$ cat config.mk
export PLATFORM = sky130hd
export DESIGN_NAME = mjd_bcd_date_time_decode_unit
export DESIGN_NICKNAME = d
export VERILOG_FILES = /design/src/rtl/mdtd_pkg.sv /design/src/rtl/mdtd_date_pipe.sv /design/src/rtl/mjd_bcd_date_time_decode_unit.sv
export SDC_FILE = /design/constraint.sdc
export NUM_CORES = 2
export LEC_CHECK = 0
export ABC_CLOCK_PERIOD_IN_PS = 8300
export BUFFER_PORTS_ARGS = -buffer_cell sky130_fd_sc_hd__buf_2
export CAP_MARGIN = 20
export CORE_ASPECT_RATIO = 1.25
export CORE_MARGIN = 2
export CORE_UTILIZATION = 42
export CTS_CLUSTER_DIAMETER = 30
export DETAILED_ROUTE_END_ITERATION = 16
export SYNTH_ARGS = -nofsm -noshare
export SYNTH_HDL_FRONTEND = slang
export SYNTH_HIERARCHICAL = 1
export SYNTH_SLANG_ARGS = --single-unit
$ cat constraint.sdc
create_clock -name clock -period 8.3 [get_ports clock]
set_input_delay 0.83 -clock clock [delete_from_list [all_inputs] [get_ports clock]]
set_output_delay 0.83 -clock clock [all_outputs]
set_load 0.02 [all_outputs]
$ cat src/rtl/mdtd_pkg.sv
// Shared types and constants for the broadcast date and time decoder.
// Used by mdtd_date_pipe and mjd_bcd_date_time_decode_unit; depends on nothing.
package mdtd_pkg;

   // Request and response payloads.
   typedef struct packed {
      logic [15:0] mjd;
      logic [23:0] bcd_time;
   } req_type;

   typedef struct packed {
      logic [10:0] year;
      logic [3:0]  month;
      logic [4:0]  day;
   } date_type;

   typedef struct packed {
      logic [4:0] hour;
      logic [5:0] minute;
      logic [5:0] second;
   } clk_time_type;

   typedef struct packed {
      logic [10:0] year;
      logic [3:0]  month;
      logic [4:0]  day;
      logic [4:0]  hour;
      logic [5:0]  minute;
      logic [5:0]  second;
   } rsp_type;

   // Sideband between the top level and the date pipeline.
   typedef struct packed {
      logic        valid;
      logic [15:0] mjd;
   } date_req_type;

   typedef struct packed {
      logic     valid;
      date_type date;
   } date_rsp_type;

   // Register stages from an accepted transfer to the result strobe.
   localparam int LAT = 11;

   // Year estimate: (100*mjd - 1507820) / 36525.
   localparam logic [22:0] YR_NUM_OFS = 23'd1507820;
   localparam logic [15:0] MJD_YR_SPLIT = 16'd15079;
   localparam logic [23:0] YR_DIV = 24'd36525;
   localparam logic [16:0] YR_RECIP = 17'd117589;   // floor(2^32 / 36525)
   localparam logic [10:0] DAYS_4YR = 11'd1461;

   // Month estimate: (10000*e - 1000) / 306001.
   localparam logic [19:0] MJD_OFS = 20'd14956;
   localparam logic [23:0] MO_DIV = 24'd306001;
   localparam logic [13:0] MO_RECIP = 14'd14035;    // floor(2^32 / 306001)

   localparam logic [11:0] CENTURY_BASE = 12'd1900;
   localparam logic [11:0] YEAR_FLOOR = 12'd1970;

   // trunc(m * 30.6001) for a month index magnitude.
   function automatic logic [8:0] month_span(input logic [3:0] m);
      logic [8:0] r;
      begin
         case (m)
            4'd0: r = 9'd0;
            4'd1: r = 9'd30;
            4'd2: r = 9'd61;
            4'd3: r = 9'd91;
            4'd4: r = 9'd122;
            4'd5: r = 9'd153;
            4'd6: r = 9'd183;
            4'd7: r = 9'd214;
            4'd8: r = 9'd244;
            4'd9: r = 9'd275;
            4'd10: r = 9'd306;
            4'd11: r = 9'd336;
            4'd12: r = 9'd367;
            4'd13: r = 9'd397;
            4'd14: r = 9'd428;
            4'd15: r = 9'd459;
            default: r = 9'd0;
         endcase
         return r;
      end
   endfunction

endpackage

$ cat src/rtl/mdtd_date_pipe.sv
// Pipelined day number to calendar date conversion, one transfer per cycle.
// Depends on mdtd_pkg for types and the scaled-integer constants.
module mdtd_date_pipe (
   input  logic                  clock,
   input  logic                  reset,
   input  mdtd_pkg::date_req_type req_in,
   output mdtd_pkg::date_rsp_type rsp_out
);

   logic [mdtd_pkg::LAT-1:0] v_ff, v_in;

   // Stage 1: numerator of the year estimate, split into sign and magnitude.
   logic [22:0] a1_ff, a1_in, x100;
   logic        n1_ff, n1_in;
   logic [15:0] mjd1_ff;
   // Stage 2: reciprocal product, quotient estimate.
   logic [39:0] p2;
   logic [7:0]  qe2_ff, qe2_in;
   logic [22:0] a2_ff;
   logic        n2_ff;
   logic [15:0] mjd2_ff;
   // Stage 3: back multiplication.
   logic [23:0] m3_ff, m3_in;
   logic [7:0]  qe3_ff;
   logic [22:0] a3_ff;
   logic        n3_ff;
   logic [15:0] mjd3_ff;
   // Stage 4: corrected year magnitude.
   logic [23:0] r4;
   logic [8:0]  q4_ff, q4_in;
   logic        n4_ff;
   logic [15:0] mjd4_ff;
   // Stage 5: magnitude of trunc(yr * 365.25).
   logic [19:0] bp5;
   logic [17:0] bm5_ff, bm5_in;
   logic [8:0]  q5_ff;
   logic        n5_ff;
   logic [15:0] mjd5_ff;
   // Stage 6: days into the year window, signed year.
   logic signed [19:0] e6_wide;
   logic signed [10:0] e6_ff, e6_in;
   logic signed [9:0]  yr6_ff, yr6_in;
   // Stage 7: month numerator magnitude.
   logic signed [25:0] n7_wide;
   logic [22:0]        b7_ff, b7_in;
   logic               s7_ff, s7_in;
   logic signed [10:0] e7_ff;
   logic signed [9:0]  yr7_ff;
   // Stage 8: reciprocal product for the month.
   logic [36:0]        p8;
   logic [4:0]         qe8_ff, qe8_in;
   logic [22:0]        b8_ff;
   logic               s8_ff;
   logic signed [10:0] e8_ff;
   logic signed [9:0]  yr8_ff;
   // Stage 9: back multiplication for the month.
   logic [23:0]        m9_ff, m9_in;
   logic [4:0]         qe9_ff;
   logic [22:0]        b9_ff;
   logic               s9_ff;
   logic signed [10:0] e9_ff;
   logic signed [9:0]  yr9_ff;
   // Stage 10: signed month index.
   logic [23:0]        r10;
   logic [5:0]         q10;
   logic signed [6:0]  mo10_ff, mo10_in;
   logic signed [10:0] e10_ff;
   logic signed [9:0]  yr10_ff;
   // Stage 11: final date with range clamps.
   logic [3:0]          mo_mag;
   logic signed [10:0]  span;
   logic signed [10:0]  day_raw;
   logic signed [11:0]  year_raw;
   logic signed [6:0]   month_raw;
   logic                k11;
   mdtd_pkg::date_type  date_ff, date_in;

   assign v_in = {v_ff[mdtd_pkg::LAT-2:0], req_in.valid};

   always_comb begin
      x100 = 23'(req_in.mjd) * 23'd100;
      n1_in = req_in.mjd < mdtd_pkg::MJD_YR_SPLIT;
      a1_in = n1_in ? (mdtd_pkg::YR_NUM_OFS - x100) : (x100 - mdtd_pkg::YR_NUM_OFS);
   end

   always_comb begin
      p2 = 40'(a1_ff) * 40'(mdtd_pkg::YR_RECIP);
      qe2_in = p2[39:32];
      m3_in = 24'(qe2_ff) * mdtd_pkg::YR_DIV;
   end

   always_comb begin
      r4 = {1'b0, a3_ff} - m3_ff;
      q4_in = {1'b0, qe3_ff} + ((r4 >= mdtd_pkg::YR_DIV) ? 9'd1 : 9'd0);
      bp5 = 20'(q4_ff) * 20'(mdtd_pkg::DAYS_4YR);
      bm5_in = bp5[19:2];
   end

   // Base is negative exactly when the year is, so e = mjd - 14956 - base.
   always_comb begin
      e6_wide = signed'({4'd0, mjd5_ff}) - signed'(mdtd_pkg::MJD_OFS)
              + (n5_ff ? signed'({2'd0, bm5_ff}) : -signed'({2'd0, bm5_ff}));
      e6_in = e6_wide[10:0];
      yr6_in = n5_ff ? -signed'({1'b0, q5_ff}) : signed'({1'b0, q5_ff});
   end

   always_comb begin
      n7_wide = 26'(e6_ff) * 26'sd10000 - 26'sd1000;
      s7_in = n7_wide < 0;
      b7_in = s7_in ? 23'(-n7_wide) : 23'(n7_wide);
      p8 = 37'(b7_ff) * 37'(mdtd_pkg::MO_RECIP);
      qe8_in = p8[36:32];
      m9_in = 24'(qe8_ff) * mdtd_pkg::MO_DIV;
   end

   always_comb begin
      r10 = {1'b0, b9_ff} - m9_ff;
      q10 = {1'b0, qe9_ff} + ((r10 >= mdtd_pkg::MO_DIV) ? 6'd1 : 6'd0);
      mo10_in = s9_ff ? -signed'({1'b0, q10}) : signed'({1'b0, q10});
   end

   always_comb begin
      mo_mag = mo10_ff[6] ? 4'(-mo10_ff) : mo10_ff[3:0];
      span = mo10_ff[6] ? -signed'({2'd0, mdtd_pkg::month_span(mo_mag)})
                        : signed'({2'd0, mdtd_pkg::month_span(mo_mag)});
      day_raw = e10_ff - span;
      k11 = (mo10_ff == 7'sd14) || (mo10_ff == 7'sd15);
      year_raw = 12'(yr10_ff) + signed'(mdtd_pkg::CENTURY_BASE) + (k11 ? 12'sd1 : 12'sd0);
      month_raw = mo10_ff - 7'sd1 - (k11 ? 7'sd12 : 7'sd0);
      date_in.year = (year_raw < signed'(mdtd_pkg::YEAR_FLOOR)) ?
                     mdtd_pkg::YEAR_FLOOR[10:0] : year_raw[10:0];
      date_in.month = (month_raw < 7'sd1 || month_raw > 7'sd12) ? 4'd1 : month_raw[3:0];
      date_in.day = (day_raw < 11'sd1 || day_raw > 11'sd31) ? 5'd1 : day_raw[4:0];
   end

   always_ff @(posedge clock) begin
      if (reset) begin
         v_ff <= '0;
      end else begin
         v_ff <= v_in;
      end
   end

   always_ff @(posedge clock) begin
      a1_ff <= a1_in;   n1_ff <= n1_in;   mjd1_ff <= req_in.mjd;
      qe2_ff <= qe2_in; a2_ff <= a1_ff;   n2_ff <= n1_ff; mjd2_ff <= mjd1_ff;
      m3_ff <= m3_in;   qe3_ff <= qe2_ff; a3_ff <= a2_ff; n3_ff <= n2_ff;
      mjd3_ff <= mjd2_ff;
      q4_ff <= q4_in;   n4_ff <= n3_ff;   mjd4_ff <= mjd3_ff;
      bm5_ff <= bm5_in; q5_ff <= q4_ff;   n5_ff <= n4_ff; mjd5_ff <= mjd4_ff;
      e6_ff <= e6_in;   yr6_ff <= yr6_in;
      b7_ff <= b7_in;   s7_ff <= s7_in;   e7_ff <= e6_ff; yr7_ff <= yr6_ff;
      qe8_ff <= qe8_in; b8_ff <= b7_ff;   s8_ff <= s7_ff; e8_ff <= e7_ff;
      yr8_ff <= yr7_ff;
      m9_ff <= m9_in;   qe9_ff <= qe8_ff; b9_ff <= b8_ff; s9_ff <= s8_ff;
      e9_ff <= e8_ff;   yr9_ff <= yr8_ff;
      mo10_ff <= mo10_in; e10_ff <= e9_ff; yr10_ff <= yr9_ff;
      date_ff <= date_in;
   end

   assign rsp_out.valid = v_ff[mdtd_pkg::LAT-1];
   assign rsp_out.date = date_ff;

endmodule

$ cat src/rtl/mjd_bcd_date_time_decode_unit.sv
// Top level of the broadcast date and time decoder: BCD time decode and result port.
// Depends on mdtd_pkg and instantiates mdtd_date_pipe.
//
//   Channel   Ports                       Handshake
//   request   start, busy, req_data       transfer when start is high and busy is low
//   response  rsp_valid, rsp_data         one-cycle strobe, always taken
//
// Every request transfer yields exactly one response, in order. A new transfer may
// occur in every cycle in which busy is low; the eleven register stages of the date
// conversion (two reciprocal divisions, each an estimate multiply, a back multiply and
// a correction) lie between transfer and response. The time digits are decoded in the
// first stage and ride a matching delay line. Reset is synchronous and active high; it
// empties the pipeline, and busy stays high for the cycle after reset is released. The
// receiver cannot stall, so nothing inside the block ever waits.
module mjd_bcd_date_time_decode_unit (
   input  logic              clock,
   input  logic              reset,
   input  logic              start,
   output logic              busy,
   input  mdtd_pkg::req_type req_data,
   output logic              rsp_valid,
   output mdtd_pkg::rsp_type rsp_data
);

   logic                   busy_ff;
   logic                   accept;
   mdtd_pkg::date_req_type date_req;
   mdtd_pkg::date_rsp_type date_rsp;
   mdtd_pkg::clk_time_type tdec_in;
   mdtd_pkg::clk_time_type tline_ff [mdtd_pkg::LAT];

   // Hour pair reduced mod 24; the quotient uses 171/4096, exact for values up to 165.
   function automatic logic [4:0] hour_of(input logic [7:0] digits);
      logic [7:0]  v;
      logic [15:0] p;
      logic [7:0]  sub;
      begin
         v = 8'(digits[7:4]) * 8'd10 + 8'(digits[3:0]);
         p = 16'(v) * 16'd171;
         sub = 8'(p[15:12]) * 8'd24;
         return 5'(v - sub);
      end
   endfunction

   // Minute and second pairs never exceed 165, so two thresholds cover mod 60.
   function automatic logic [5:0] sexa_of(input logic [7:0] digits);
      logic [7:0] v;
      logic [7:0] r;
      begin
         v = 8'(digits[7:4]) * 8'd10 + 8'(digits[3:0]);
         if (v >= 8'd120) begin
            r = v - 8'd120;
         end else if (v >= 8'd60) begin
            r = v - 8'd60;
         end else begin
            r = v;
         end
         return r[5:0];
      end
   endfunction

   // Busy is a registered copy of reset; while it is high the pipeline is empty.
   always_ff @(posedge clock) begin
      busy_ff <= reset;
   end

   assign busy = busy_ff;
   assign accept = start && !busy_ff;

   assign date_req.valid = accept;
   assign date_req.mjd = req_data.mjd;

   mdtd_date_pipe u_date (
      .clock   (clock),
      .reset   (reset),
      .req_in  (date_req),
      .rsp_out (date_rsp)
   );

   always_comb begin
      tdec_in.hour = hour_of(req_data.bcd_time[23:16]);
      tdec_in.minute = sexa_of(req_data.bcd_time[15:8]);
      tdec_in.second = sexa_of(req_data.bcd_time[7:0]);
   end

   // Time fields travel beside the date stages; the date pipeline owns the valid bits.
   always_ff @(posedge clock) begin
      tline_ff[0] <= tdec_in;
      for (int i = 1; i < mdtd_pkg::LAT; i++) begin
         tline_ff[i] <= tline_ff[i-1];
      end
   end

   assign rsp_valid = date_rsp.valid;

   always_comb begin
      rsp_data.year = date_rsp.date.year;
      rsp_data.month = date_rsp.date.month;
      rsp_data.day = date_rsp.date.day;
      rsp_data.hour = tline_ff[mdtd_pkg::LAT-1].hour;
      rsp_data.minute = tline_ff[mdtd_pkg::LAT-1].minute;
      rsp_data.second = tline_ff[mdtd_pkg::LAT-1].second;
   end

   // Every transfer comes out after the fixed latency unless reset intervenes.
   a_lat_fwd: assert property (@(posedge clock) disable iff (reset)
      accept |-> ##11 rsp_valid)
      else $error("accepted transfer did not produce a result on time");

   // No result appears without a matching transfer.
   a_lat_back: assert property (@(posedge clock) disable iff (reset)
      rsp_valid |-> $past(accept, 11))
      else $error("result strobe without a matching transfer");

   // Clamps and modular reductions keep every field in its legal range.
   a_range: assert property (@(posedge clock) disable iff (reset)
      rsp_valid |-> (rsp_data.year >= 11'd1970 && rsp_data.month >= 4'd1 &&
                     rsp_data.month <= 4'd12 && rsp_data.day >= 5'd1 &&
                     rsp_data.day <= 5'd31 && rsp_data.hour < 5'd24 &&
                     rsp_data.minute < 6'd60 && rsp_data.second < 6'd60))
      else $error("result field out of range");

   // Busy drops in the cycle after reset is released.
   a_busy: assert property (@(posedge clock) !reset |=> !busy)
      else $error("busy held without reset");

endmodule
### Yosys cells after proc, flatten, opt, wreduce, memory -nomap -nowiden

Memory sizes are Yosys's and may differ from the RTL's.
Cells that the tools add are included.

| operators by class | value |
|---|---|
| $add $sub $neg | 28 |
| multiply operators | 12 |
| div/mod/pow operators | 0 |
| order comparisons | 13 |
| equal/unequal tests | 2 |
| shift operators | 0 |
| muxes and demuxes | 15 |
| bitwise operators | 0 |
| reductions and logical operators | 5 |

Operator list:

| cell | count |
|---|---|
| 23-bit by 24-bit subtractor with 24-bit output | 2 |
| 23-bit 2-to-1 mux | 2 |
| 23-bit by 17-bit multiplier with 40-bit output, second input constant | 1 |
| 23-bit by 14-bit multiplier with 37-bit output, second input constant | 1 |
| 6-bit 2-to-1 mux | 5 |
| 26-bit by 1-bit less-than comparator with 1-bit output, second input constant | 1 |
| 26-bit by 11-bit subtractor with 26-bit output, second input constant | 1 |
| 8-bit by 4-bit adder with 8-bit output | 3 |
| 24-bit by 16-bit greater-or-equal comparator with 1-bit output, second input constant | 1 |
| 24-bit by 19-bit greater-or-equal comparator with 1-bit output, second input constant | 1 |
| 5-bit by 19-bit multiplier with 24-bit output, second input constant | 1 |
| 8-bit by 16-bit multiplier with 24-bit output, second input constant | 1 |
| 6-bit subtractor, second input constant | 4 |
| 23-bit negation | 1 |
| 21-bit by 23-bit subtractor with 23-bit output, first input constant | 1 |
| 23-bit by 21-bit subtractor with 23-bit output, second input constant | 1 |
| 11-bit by 11-bit multiplier with 22-bit output, second input constant | 1 |
| 11-bit 2-to-1 mux | 2 |
| 16-bit by 5-bit multiplier with 21-bit output, second input constant | 1 |
| 4-bit by 3-bit multiplier with 7-bit output, second input constant | 3 |
| 8-bit by 6-bit greater-or-equal comparator with 1-bit output, second input constant | 2 |
| 8-bit by 7-bit greater-or-equal comparator with 1-bit output, second input constant | 2 |
| 16-bit by 14-bit less-than comparator with 1-bit output, second input constant | 1 |
| 8-bit by 8-bit multiplier with 16-bit output, second input constant | 1 |
| other kinds (29) | 35 |

| storage, ports and cells | value |
|---|---|
| register bits after elaboration | 448 |
| latch bits | 0 |
| memory bits (writable) | 187 |
| bits in read-only memories | 288 |
| output and inout port bits | 39 |
| logic and storage cells | 124 |
| memories kept | 3 |

Memories:

| name | words | bits a word | rd ports | clocked after Yosys merged registers in | wr ports | line | RTL |
|---|---|---|---|---|---|---|---|
| tline_ff | 11 | 17 | 11 | 0 | 11 | mjd_bcd_date_time_decode_unit.sv:30 | `mdtd_pkg::clk_time_type tline_ff [mdtd_pkg::LAT];` |
| (name not given) | 16 | 9 | 1 | 0 | 0 | mdtd_pkg.sv:65 | `case (m)` |
| (name not given) | 16 | 9 | 1 | 0 | 0 | mdtd_pkg.sv:65 |  |

### Longest topological paths before layout

An unclocked memory read counts as a cell.

| depth | value |
|---|---|
| depth after elaboration | 8 |
| mapped depth | 25 |
| depth with buffers taken out | 25 |

### Cells and area by module

Netlist, hierarchy kept.

By module, submodules not included:

| module | instances | cells each | area each (µm²) |
|---|---|---|---|
| mdtd_date_pipe | 1 | 3210 | 33030.4 |
| mjd_bcd_date_time_decode_unit | 1 | 450 | 6012.0 |

### Least setup slack after synthesis

No wires, ideal clock.

| timing path | value |
|---|---|
| kind | reg2reg |
| from | register u_date.a1_ff[10] |
| to | register u_date.qe2_ff[7] |
| data arrival time | 5.976 ns |
| path slack | 2.252 ns |
| stages on the path, launching flop included | 24 |
| path buffers | 0 |
| period minus slack after synthesis | 6.048 ns |
| path through | dfxtp_1 -> fa_1 -> inv_1 -> fa_1 -> inv_1 -> fa_1 -> inv_1 -> fa_1 -> inv_1 -> fa_1 -> inv_1 -> fa_1 -> inv_1 -> ha_1 -> nand2_1 -> nor4_1 -> nand4_1 -> or4_1 -> a311oi_1 -> o21ai_1 -> a21oi_1 -> a21oi_1 -> o21bai_1 -> xnor2_1 |

| on the way | value |
|---|---|
| cells in the longest elaborated chain, start to end | 1 |

RTL lines:

| element | line | RTL |
|---|---|---|
| from (decl) | mdtd_date_pipe.sv:13 | `logic [22:0] a1_ff, a1_in, x100;` |
| from (signal assigned) | mdtd_date_pipe.sv:145 | `a1_ff <= a1_in; n1_ff <= n1_in; mjd1_ff <= req_in.mjd;` |
| 23-bit by 17-bit multiplier with 40-bit output | mdtd_date_pipe.sv:87 | `p2 = 40'(a1_ff) * 40'(mdtd_pkg::YR_RECIP);` |
| named net u_date.p2[39] | mdtd_date_pipe.sv:17 | `logic [39:0] p2;` |
| to (signal assigned) | mdtd_date_pipe.sv:146 | `qe2_ff <= qe2_in; a2_ff <= a1_ff; n2_ff <= n1_ff; mjd2_ff <= mjd1_ff;` |
| to (decl) | mdtd_date_pipe.sv:18 | `logic [7:0] qe2_ff, qe2_in;` |

The timed path passes the listed nets, and every way through them passes these cells.
A chain may end at the register's enable or synchronous reset.

### Worst setup path in the final report

Same ends and word-level chain as after synthesis.

==> metrics <==
Worst EP arrival 7120 ps; via count 24388; WHS Path Cells 1; max-cap viol count 0; sequential element share of the synthesized area 0.3133; CTS Root Cell clkbuf_16; postcts setup bufs 0; global-route wire length before repair 120.5 mm; Top FF cell, synth dfxtp_1; Crit. path cell count 23; unrepaired setup endpoints after global routing no; Post-Synthesis Cells 3660; cells on worst reg2reg path 23; pin count of the biggest net entering global routing 29; R2R Path Start u_date/a1_ff[10]; CP delay by family, top adder cells; minimum clock period 6523 ps; Die Y 344.9 microns; hpwl dp 56.44 mm; top routing layer used met5; count of input and output buffers 81; WL met2 35.83 mm; CTS tree yes; CTS Hold Bufs 0; Synth Warn # 6; drc violations 0; FF-to-FF End u_date/qe2_ff[7]; Row Count 125; EDFF count, synth 0; CP endpoint kind register; critical path type reg2reg; setup tns final 0 ps; Reg clk slew, reported paths 60 ps; post-synthesis cell type count 91; Reg2Reg Setup Slack 1780 ps; ys async rst share 0; period utilization 0.7859; Boundary Pins 82; overall die width 276.7 microns; clock buffer depth 3; hold wc startpoint req_data[0]; fmax 153.3 MHz; Crit path largest cell delay 620 ps; Worst Skew 57.33 ps; effective utilization at floorplan 0.4217; Routed met3 length 2.191 mm; vias in the first global route 25320; Synth Cell Area 39040 sq um; GP Congestion 0.8488; layout cells sized above 1 0.08773; top cell type's share of synthesized area 0.3133; worst-margin pin slew 991.1 ps; number of buffers created by CTS 114; first-pass iteration count of the detailed router 5; total number of H-tree levels 3; GRT Overall Usage 0.1537; Synth area leader dfxtp_1; Sink Count 611; Tightest Hold Check Type in2reg; worst-path maximum fanout 11; total wire length 69.75 mm; Hold Violations, Final 0; CP max-delay cell fa_1; wl on met1 29.56 mm; Synth area leaders dfxtp_1 (31%), ha_1 (22%), fa_1 (19%); count leader, synth inv_1; fillcell total 8567; Clock Latency Late Sink 700 ps; area growth from synthesis to layout 15.49%; Final Net Count 4941; die footprint 95430 sq um; final setup fails 0; Synth Register Bits 611; Avg WL per Cell 13.54 microns; Critical Path RT 8900 ps; synth cell count leaders inv_1 (755), ha_1 (692), dfxtp_1 (611), fa_1 (363), xnor2_1 (172); slew margin rel. 0.3393; initial antenna violation count 3; Critical path buffers and inverters 6; post-cts sizing count 0; average size of a mapped cell 10.67 sq um; CP Launch Type register; Via density 4.733; Final ANT Viol Nets 0; Detailed Route Iter0 Violations 662; core area 92590 sq um; sink of the worst hold path tline_ff[0][0]; Final Slew Violations 0; grt ovf 0; critical-path cell list fa_1 > inv_1 > fa_1 > inv_1 > fa_1 > inv_1 > fa_1 > inv_1 > fa_1 > inv_1 > fa_1 > inv_1 > ha_1 > nand2_1 > nor4_1 > nand4_1 > or4_1 > a311oi_1 > o21ai_1 > a21oi_1 > a21oi_1 > o21bai_1 > xnor2_1; outcome completed
[state kept, by name, indices dropped and copies added (netlist names), 19 cells and up]
name / cells
u_date/b7_ff: 19
u_date/m9_ff: 20
u_date/a1_ff: 21
tline_ff: 187
u_date/rsp_out: 20
u_date/m3_ff: 22
u_date/a3_ff: 21
u_date/a2_ff: 21
u_date/b9_ff: 19
u_date/b8_ff: 19
[cell families after synthesis]
logic type                 count (synthesis)  synth area share
DFF                                      611            0.3133
adders and majority gates               1055            0.4079
and+or+nand+nor                          484           0.06294
other                                      1        0.00009605
xor gates and xnor gates                 240           0.05611
AOI/OAI and AO/OA                        484           0.08220
buffers and inverters                    776           0.07496
muxes                                      9          0.002500
[layout make-up]
| cell class | count | area, sq um | area share |
|---|---|---|---|
| tap | 1206 | 1509 | 0.03346 |
| sequential | 611 | 12230 | 0.2713 |
| clock inverter | 94 | 1194 | 0.02647 |
| multi-input combinational | 2276 | 23910 | 0.5302 |
| clock buffer | 123 | 2978 | 0.06604 |
| timing repair buffer | 84 | 427.9 | 0.009490 |
| inverter | 756 | 2838 | 0.06293 |
| antenna | 3 | 7.507 | 0.0001665 |
[cells in the final DEF, fill, tap and decap left out, drive strengths merged, types with 14 or more instances in the layout]
cell    synthesis  final
or3            14     14
clkinv          0     35
nor3           51     51
o21a           22     22
o21bai         18     18
inv           756    790
buf             4     84
o31ai          15     15
nor2b          37     37
dfxtp         611    611
a31oi          22     22
a21oi         135    135
nor2          132    132
or2            14     14
ha            692    692
xor2           58     58
o211ai         14     14
nand2b         28     28
nand4          14     14
xnor2         181    181
fa            363    363
o21ai          90     90
clkbuf         16    123
nor3b          15     15
nand3          30     30
nand2          93     93
a211oi         18     18
a21o           49     49
[worst reg2reg max path: stages (launching register included)]
cell,delay (ps)
dfxtp_1,520
fa_1,620
inv_1,50
fa_1,500
inv_1,50
fa_1,520
inv_1,50
fa_1,520
inv_1,50
fa_1,520
inv_1,50
fa_1,520
inv_1,40
ha_1,310
nand2_1,80
nor4_1,340
nand4_1,130
or4_1,440
a311oi_1,310
o21ai_1,120
a21oi_1,230
a21oi_1,140
o21bai_1,170
xnor2_1,150
[worst max-delay path by stage]
stage | from | slack [ps] | to
final | u_date/a1_ff[10] | 1780 | u_date/qe2_ff[7]
after CTS | u_date/a1_ff[13] | 1680 | u_date/qe2_ff[7]
after detailed placement | u_date/a1_ff[13] | 1710 | u_date/qe2_ff[7]
after global routing | u_date/a1_ff[7] | 1260 | u_date/qe2_ff[7]
after floorplan | u_date/a1_ff[10] | 2250 | u_date/qe2_ff[7]
after global placement | u_date/a1_ff[11] | 1800 | u_date/qe2_ff[7]
[per-stage QoR]
stage	hold slack, ps	setup slack, ps	utilization	std cells	cell area [sq um]
after floorplan	309.6	2252	-	3663	39050
after detailed placement	312.1	1707	0.4419	4933	40910
after global routing	209.9	1262	0.4870	5152	45090
final	248.4	1777	0.4870	5153	45090
after global placement	309.6	1800	0.4419	4933	40910
after CTS	192.6	1678	0.4869	5150	45080
[metal layers]
layer / vias to the layer above / global-route usage
met5: - / 0
met4: 2 / 0.05831
met3: 148 / 0.02669
met2: 298 / 0.2833
met1: 11575 / 0.1780
li1: 12365 / -
Power is left out: the tool's default activity adds up to more than one toggle a clock period on the data nets, which glitch-free logic cannot reach.
